**src/rtl/packet_timestamp_normalizer_macros.svh**
```systemverilog
// assertion helpers
`ifndef PACKET_TIMESTAMP_NORMALIZER_MACROS_SVH
`define PACKET_TIMESTAMP_NORMALIZER_MACROS_SVH
`ifndef SYNTHESIS
`define PTN_ASSERT_IMPL(label, clk, rst_n, ante, cons) \
	label: assert property (@(posedge clk) disable iff (!rst_n) (ante) |-> (cons)) \
	else $error("assertion failed");
`define PTN_ASSERT_NEXT(label, clk, rst_n, ante, cons) \
	label: assert property (@(posedge clk) disable iff (!rst_n) (ante) |=> (cons)) \
	else $error("assertion failed");
`else
`define PTN_ASSERT_IMPL(label, clk, rst_n, ante, cons)
`define PTN_ASSERT_NEXT(label, clk, rst_n, ante, cons)
`endif
`endif

```
**src/rtl/ptn_pkg.sv**
```systemverilog
package ptn_pkg;
	typedef enum logic [2:0] {
		ST_IDLE,
		ST_DTS_MUL,
		ST_DTS_DIV,
		ST_PTS_MUL,
		ST_PTS_DIV,
		ST_FINISH,
		ST_OUT
	} state_t;

	localparam logic [1:0] REG_NUM  = 2'd0;
	localparam logic [1:0] REG_DEN  = 2'd1;
	localparam logic [1:0] REG_RATE = 2'd2;
	localparam logic [1:0] REG_STEP = 2'd3;

	localparam int MulCycles = 4;
	localparam int DivBits   = 128;

	typedef struct packed {
		logic load;
		logic start_mul;
		logic mul_step;
		logic start_div;
		logic div_step;
		logic save_dts;
		logic save_pts;
		logic finish;
	} cmd_t;

	typedef struct packed {
		logic mul_done;
		logic div_done;
	} stat_t;
endpackage

```
**src/rtl/ptn_ctrl.sv**
```systemverilog
module ptn_ctrl (
	input  logic            clk,
	input  logic            arst_n,
	input  logic            in_go,
	input  logic            dts_p,
	input  logic            pts_p,
	input  logic            out_taken,
	input  ptn_pkg::stat_t  stat,
	output ptn_pkg::cmd_t   cmd,
	output logic            busy,
	output logic            out_valid
);
	ptn_pkg::state_t state_q, state_d;

	always_ff @(posedge clk or negedge arst_n) begin
		if (!arst_n) state_q <= ptn_pkg::ST_IDLE;
		else state_q <= state_d;
	end

	always_comb begin
		state_d = state_q;
		cmd = '0;
		busy = 1'b1;
		out_valid = 1'b0;
		case (state_q)
			ptn_pkg::ST_IDLE: begin
				busy = 1'b0;
				if (in_go) begin
					cmd.load = 1'b1;
					if (dts_p) begin
						cmd.start_mul = 1'b1;
						state_d = ptn_pkg::ST_DTS_MUL;
					end else if (pts_p) begin
						cmd.start_mul = 1'b1;
						state_d = ptn_pkg::ST_PTS_MUL;
					end else state_d = ptn_pkg::ST_FINISH;
				end
			end
			ptn_pkg::ST_DTS_MUL, ptn_pkg::ST_PTS_MUL: begin
				cmd.mul_step = 1'b1;
				if (stat.mul_done) begin
					cmd.start_div = 1'b1;
					state_d = (state_q == ptn_pkg::ST_DTS_MUL) ? ptn_pkg::ST_DTS_DIV
						: ptn_pkg::ST_PTS_DIV;
				end
			end
			ptn_pkg::ST_DTS_DIV: begin
				cmd.div_step = 1'b1;
				if (stat.div_done) begin
					cmd.save_dts = 1'b1;
					if (pts_p) begin
						cmd.start_mul = 1'b1;
						state_d = ptn_pkg::ST_PTS_MUL;
					end else state_d = ptn_pkg::ST_FINISH;
				end
			end
			ptn_pkg::ST_PTS_DIV: begin
				cmd.div_step = 1'b1;
				if (stat.div_done) begin
					cmd.save_pts = 1'b1;
					state_d = ptn_pkg::ST_FINISH;
				end
			end
			ptn_pkg::ST_FINISH: begin
				cmd.finish = 1'b1;
				state_d = ptn_pkg::ST_OUT;
			end
			ptn_pkg::ST_OUT: begin
				out_valid = 1'b1;
				if (out_taken) state_d = ptn_pkg::ST_IDLE;
			end
			default: state_d = ptn_pkg::ST_IDLE;
		endcase
	end
endmodule

```
**config.mk**
```make
export PLATFORM = sky130hd
export DESIGN_NAME = ptn_ctrl
export DESIGN_NICKNAME = d
export VERILOG_FILES = /design/src/rtl/packet_timestamp_normalizer_macros.svh /design/src/rtl/ptn_pkg.sv /design/src/rtl/ptn_ctrl.sv
export SDC_FILE = /design/constraint.sdc
export NUM_CORES = 1
export LEC_CHECK = 0
export BUFFER_PORTS_ARGS = -buffer_cell sky130_fd_sc_hd__buf_4
export CORE_AREA = 3 3 40 42
export DETAILED_ROUTE_END_ITERATION = 8
export DIE_AREA = 0 0 43 45
export SLEW_MARGIN = 10
export SYNTH_ARGS = -nofsm -noshare
export SYNTH_HDL_FRONTEND = slang
export SYNTH_SLANG_ARGS = --single-unit
```
**constraint.sdc**
```tcl
create_clock -name clk -period 3.44 [get_ports clk]
set_input_delay 0.172 -clock clk [delete_from_list [all_inputs] [get_ports clk]]
set_output_delay 0.172 -clock clk [all_outputs]
set_load 0.01 [all_outputs]
```
Yosys cells after proc, flatten, opt, wreduce, memory -nomap -nowiden
Index checks and enable logic that the tools add are counted.
W data, S select, Z words.
- register bits: 3
- input port bits: 8
- output and inout bits: 10
- eq/ne operators: 11
- multiplexer cells: 24
- reduce and logical (&&, ||, !) cells: 4
- operators with widths (kind ; number):
    $mux W3 ; 8
    $pmux W3 S6 ; 1
    $mux W1 ; 12
    $ne A2 B2 Y1 const B ; 5
    $eq A3 B3 Y1 const B ; 3
    $eq A3 B2 Y1 const B ; 2
    $reduce_and A5 Y1 ; 1
    $mux W2 ; 2
    $reduce_or A2 Y1 ; 2
    $eq A3 B1 Y1 const B ; 1
    $logic_not A3 Y1 ; 1
    $pmux W1 S2 ; 1

Logic depth before layout (Yosys ltp)
- word-level depth: 4
- depth in mapped cells: 5

Least setup slack after synthesis
OpenSTA, ideal clock, no wires.
- path type: register to output
- start point: register state_q[2]
- end point: output cmd[7] (netlist bit)
- arrival: 1.210 ns
- data required time: 3.268 ns
- setup slack: 2.058 ns
- cell stages (with the launch flop): 5
- path buffers: 2
- path through: dfrtp_1 > buf_4 > buf_2 > or3_1 > nor2_1
- RTL lines (what ; line ; RTL):
    start, declared ; ptn_ctrl.sv:13 ; ptn_pkg::state_t state_q, state_d;
    start signal, assigned ; ptn_ctrl.sv:16 ; if (!arst_n) state_q <= ptn_pkg::ST_IDLE;
    start signal, assigned ; ptn_ctrl.sv:17 ; else state_q <= state_d;
    end, declared ; ptn_ctrl.sv:9 ; output ptn_pkg::cmd_t cmd,

==> metrics list <==
- The critical path in this run is classified as register to output pin.
* GP Congestion: 0.772
- Relative slew slack: 0.667
* Site row count: 13
- VDD sags by at most 0.259 mV.
- The number of hold violations in the final report came to 0.
* Worst Clk Skew: 0.00686 ns
- Layout-stage area growth over the synthesis result: 50.6%
- The number of antenna diodes in the final layout is 0.
- Setup violations remaining at the end of the flow were counted as 0.
- Post-synth top area share: 0.233
- Met3 Routed Length: 80 um
- Number of global-route vias before repair: 321
* Library cell used as clock root buffer: sky130_fd_sc_hd__clkbuf_4
- Post-layout power: 422 uW
- Aggregate negative setup slack: 0 ns
* Top register by number of flip-flops: state_q
- Placed Cells: 72
* Maximum number of pins on one net before global-route repair: 18
- Top Ports: 18
- Largest register FFs: 3
- Synth area leader: sky130_fd_sc_hd__dfrtp_1
* Post-DRT Antenna Nets: 0
- Clock tree from TritonCTS: yes
- Detailed-routed wire length on met2: 375 um
* Post-route DRC violation count: 0
- In the post-synthesis netlist, the biggest area contributors are sky130_fd_sc_hd__dfrtp_1 23%, sky130_fd_sc_hd__nor2_1 7.0%, sky130_fd_sc_hd__o41ai_2 5.1%, sky130_fd_sc_hd__o21ai_0 4.7%, sky130_fd_sc_hd__nor3b_1 4.7%.
- The initial antenna violation count was 0.
* Depth of the worst register-to-register path: 3
- In this run the register-to-register setup slack is 1.88 ns.
* Remaining global-route overflow: 0
- Cell count after synthesis: 44
- The first global-routing pass estimated 1.34 mm of wire.
- The Yosys step of the flow raised 0 warnings.
- The library cell used most frequently in the layout, excluding fill and tap cells, is sky130_fd_sc_hd__buf_4.
- Post-synth net total: 52
* Post-CTS clock slew at the launch and capture registers of the worst setup and hold paths: 0.04 ns
* Fin cells: 77
- TritonCTS Sinks: 3
- Across the run, the number of max-cap violations was 0.
- Maximum clock frequency: 627 MHz
* Total routing usage reported by global routing: 0.0992
* Type of element launching the critical path: register
- Mean cell area of the mapped netlist: 7.31 um2
* Number of H-tree levels: 1
* Static power due to leakage: 0.000232 uW
- Top fanout value on the critical path: 17
* Pins Over Slew Limit: 0
* Number of buffer cells added on primary ports: 17
- After synthesis, the netlist uses 27 different library cells.
* Proportion of synthesized chip area in sequential cells: 0.233
* DP Area: 448 um2
- Highest metal used: met4
- Transition time at the pin with the least slew margin: 0.499 ns
- After clock tree synthesis, the setup repair step added 0 buffers.
- At the worst endpoint, the arrival time is 1.42 ns.
* Outcome: completed
- In this run the worst hold path is classified as input pin to asynchronous set/reset pin.
- For this run, the detailed router's first-pass iteration total came to 1.
- Cell Area, Synth: 322 um2
* Required time of the worst setup path: 3.27 ns
- Number of nets in the layout: 71
- The routed design has 875 um of wire.
- In this run, the number of DRC markers left after iteration 0 of detailed routing was 0.
- The die is 43 um wide.
- The clock passes through at most 2 buffers.
* Die Outline Area: 0.00194 mm2
- Measured along the y axis, the die boundary spans 45 um.
- Buffers inserted to repair hold after CTS numbered 1.
* Vias per cell: 4.75
- RSZ-0062 raised after global routing: no
* Clock latency at the later pin of the worst-skew pair: 0.24 ns
* Post-route met1 wirelength: 382 um
- STA classifies the critical path endpoint as an output pin.
- Most used cells in the layout excluding fill and tap cells: 17 x sky130_fd_sc_hd__buf_4, 6 x sky130_fd_sc_hd__nor2_1
- Launch instance of the worst register-to-register path: state_q[2]$_DFFE_PN0P_
- Wirelength per Cell: 11.4 um
- The number of gates resized after CTS was 0.
* Post-layout util: 0.377
* Vias after detailed routing: 366
* Endpoint of the worst-slack reg-to-reg timing path: state_q[2]$_DFFE_PN0P_
* CORE AREA: 0.00128 mm2
* Register bit count reported by yosys: 3
- Placed wire-length estimate: 616 um
- In the final layout, the share of cells above drive strength 1 is 0.339.
* Post-route cell area: 484 um2
- Counting I/O delays and the setup requirement, the final critical path takes 1.59 ns.
* Starting utilization of the core area: 0.250
- Share of the cycle needed by the critical path after routing: 0.463
- Number of buffers inserted during clock tree synthesis: 3
- In this run the power density over the cells is 872 mW/mm2.
* Biggest registers after layout: state_q (3)
==> critical path: stages (launching register included) <==
cell and delay (ns):
sky130_fd_sc_hd__dfrtp_1 0.53, sky130_fd_sc_hd__or3_1 0.43, sky130_fd_sc_hd__nor2_1 0.10, sky130_fd_sc_hd__buf_4 0.12
==> per-stage QoR <==
stage	hold WS (ns)	setup slack (ns)
finish	0.249	1.85
global route	0.239	1.70
CTS	0.248	1.84
detailed placement	-0.0340	1.90
global placement	-0.0363	1.95
floorplan	-0.124	2.06
==> cell families after synthesis <==
family | Yosys count | share of synthesized area
mux | 1 | 0.0311
flops | 3 | 0.233
compound gates | 10 | 0.222
buf+inv | 6 | 0.0856
simple gates | 23 | 0.401
xor+xnor | 1 | 0.0272
==> metal layers <==
| metal | global-route usage | vias to the layer above |
|---|---|---|
| met5 | 0 | - |
| met4 | 0.108 | 0 |
| met3 | 0.0279 | 5 |
| met2 | 0.138 | 16 |
| met1 | 0.116 | 155 |
| li1 | - | 190 |
==> worst max path at each step <==
stage / slack (ns) / to / startpoint / cells past startpoint
finish: 1.85 / cmd[7] / state_q[0]$_DFFE_PN0P_ / 3
global route: 1.70 / cmd[7] / state_q[0]$_DFFE_PN0P_ / 3
CTS: 1.84 / cmd[7] / state_q[0]$_DFFE_PN0P_ / 3
detailed placement: 1.90 / state_q[2]$_DFFE_PN0P_ / state_q[2]$_DFFE_PN0P_ / 3
global placement: 1.95 / state_q[2]$_DFFE_PN0P_ / state_q[2]$_DFFE_PN0P_ / 3
floorplan: 2.06 / cmd[7] / state_q[2]$_DFFE_PN0P_ / 4
==> power breakdown <==
part	leakage, uW	switching [uW]	internal [uW]
Sequential	0.0000366	67.1	53.1
Combinational	0.000181	103	134
Clock	0.0000150	21.2	43.7
==> cell usage after synthesis, drive strengths merged <==
| library cell | n |
|---|---|
| nor3b | 2 |
| o21a | 1 |
| or3 | 1 |
| nand2b | 1 |
| inv | 2 |
| or3b | 1 |
| xnor2 | 1 |
| buf | 2 |
| o22ai | 1 |
| and2 | 1 |
| o21ai | 3 |
| o41ai | 1 |
| o21bai | 1 |
| dfrtp | 3 |
| a211o | 1 |
| nand3 | 1 |
| nor2b | 2 |
| mux2i | 1 |
| nor4bb | 1 |
| nor4b | 1 |
| a21oi | 2 |
| nor3 | 2 |
| and3 | 1 |
| nand2 | 3 |
| clkbuf | 2 |
| nor2 | 6 |
==> cell type report <==
cell class	instances	area (um2)
Clock buffer	4	26.3
Fill cell	149	801
Inverter	2	7.51
Multi-Input combinational cell	35	219
Sequential cell	3	75.1
Tap cell	15	18.8
Timing Repair Buffer	18	138
No activity file was read; power rests on OpenSTA's default activity.
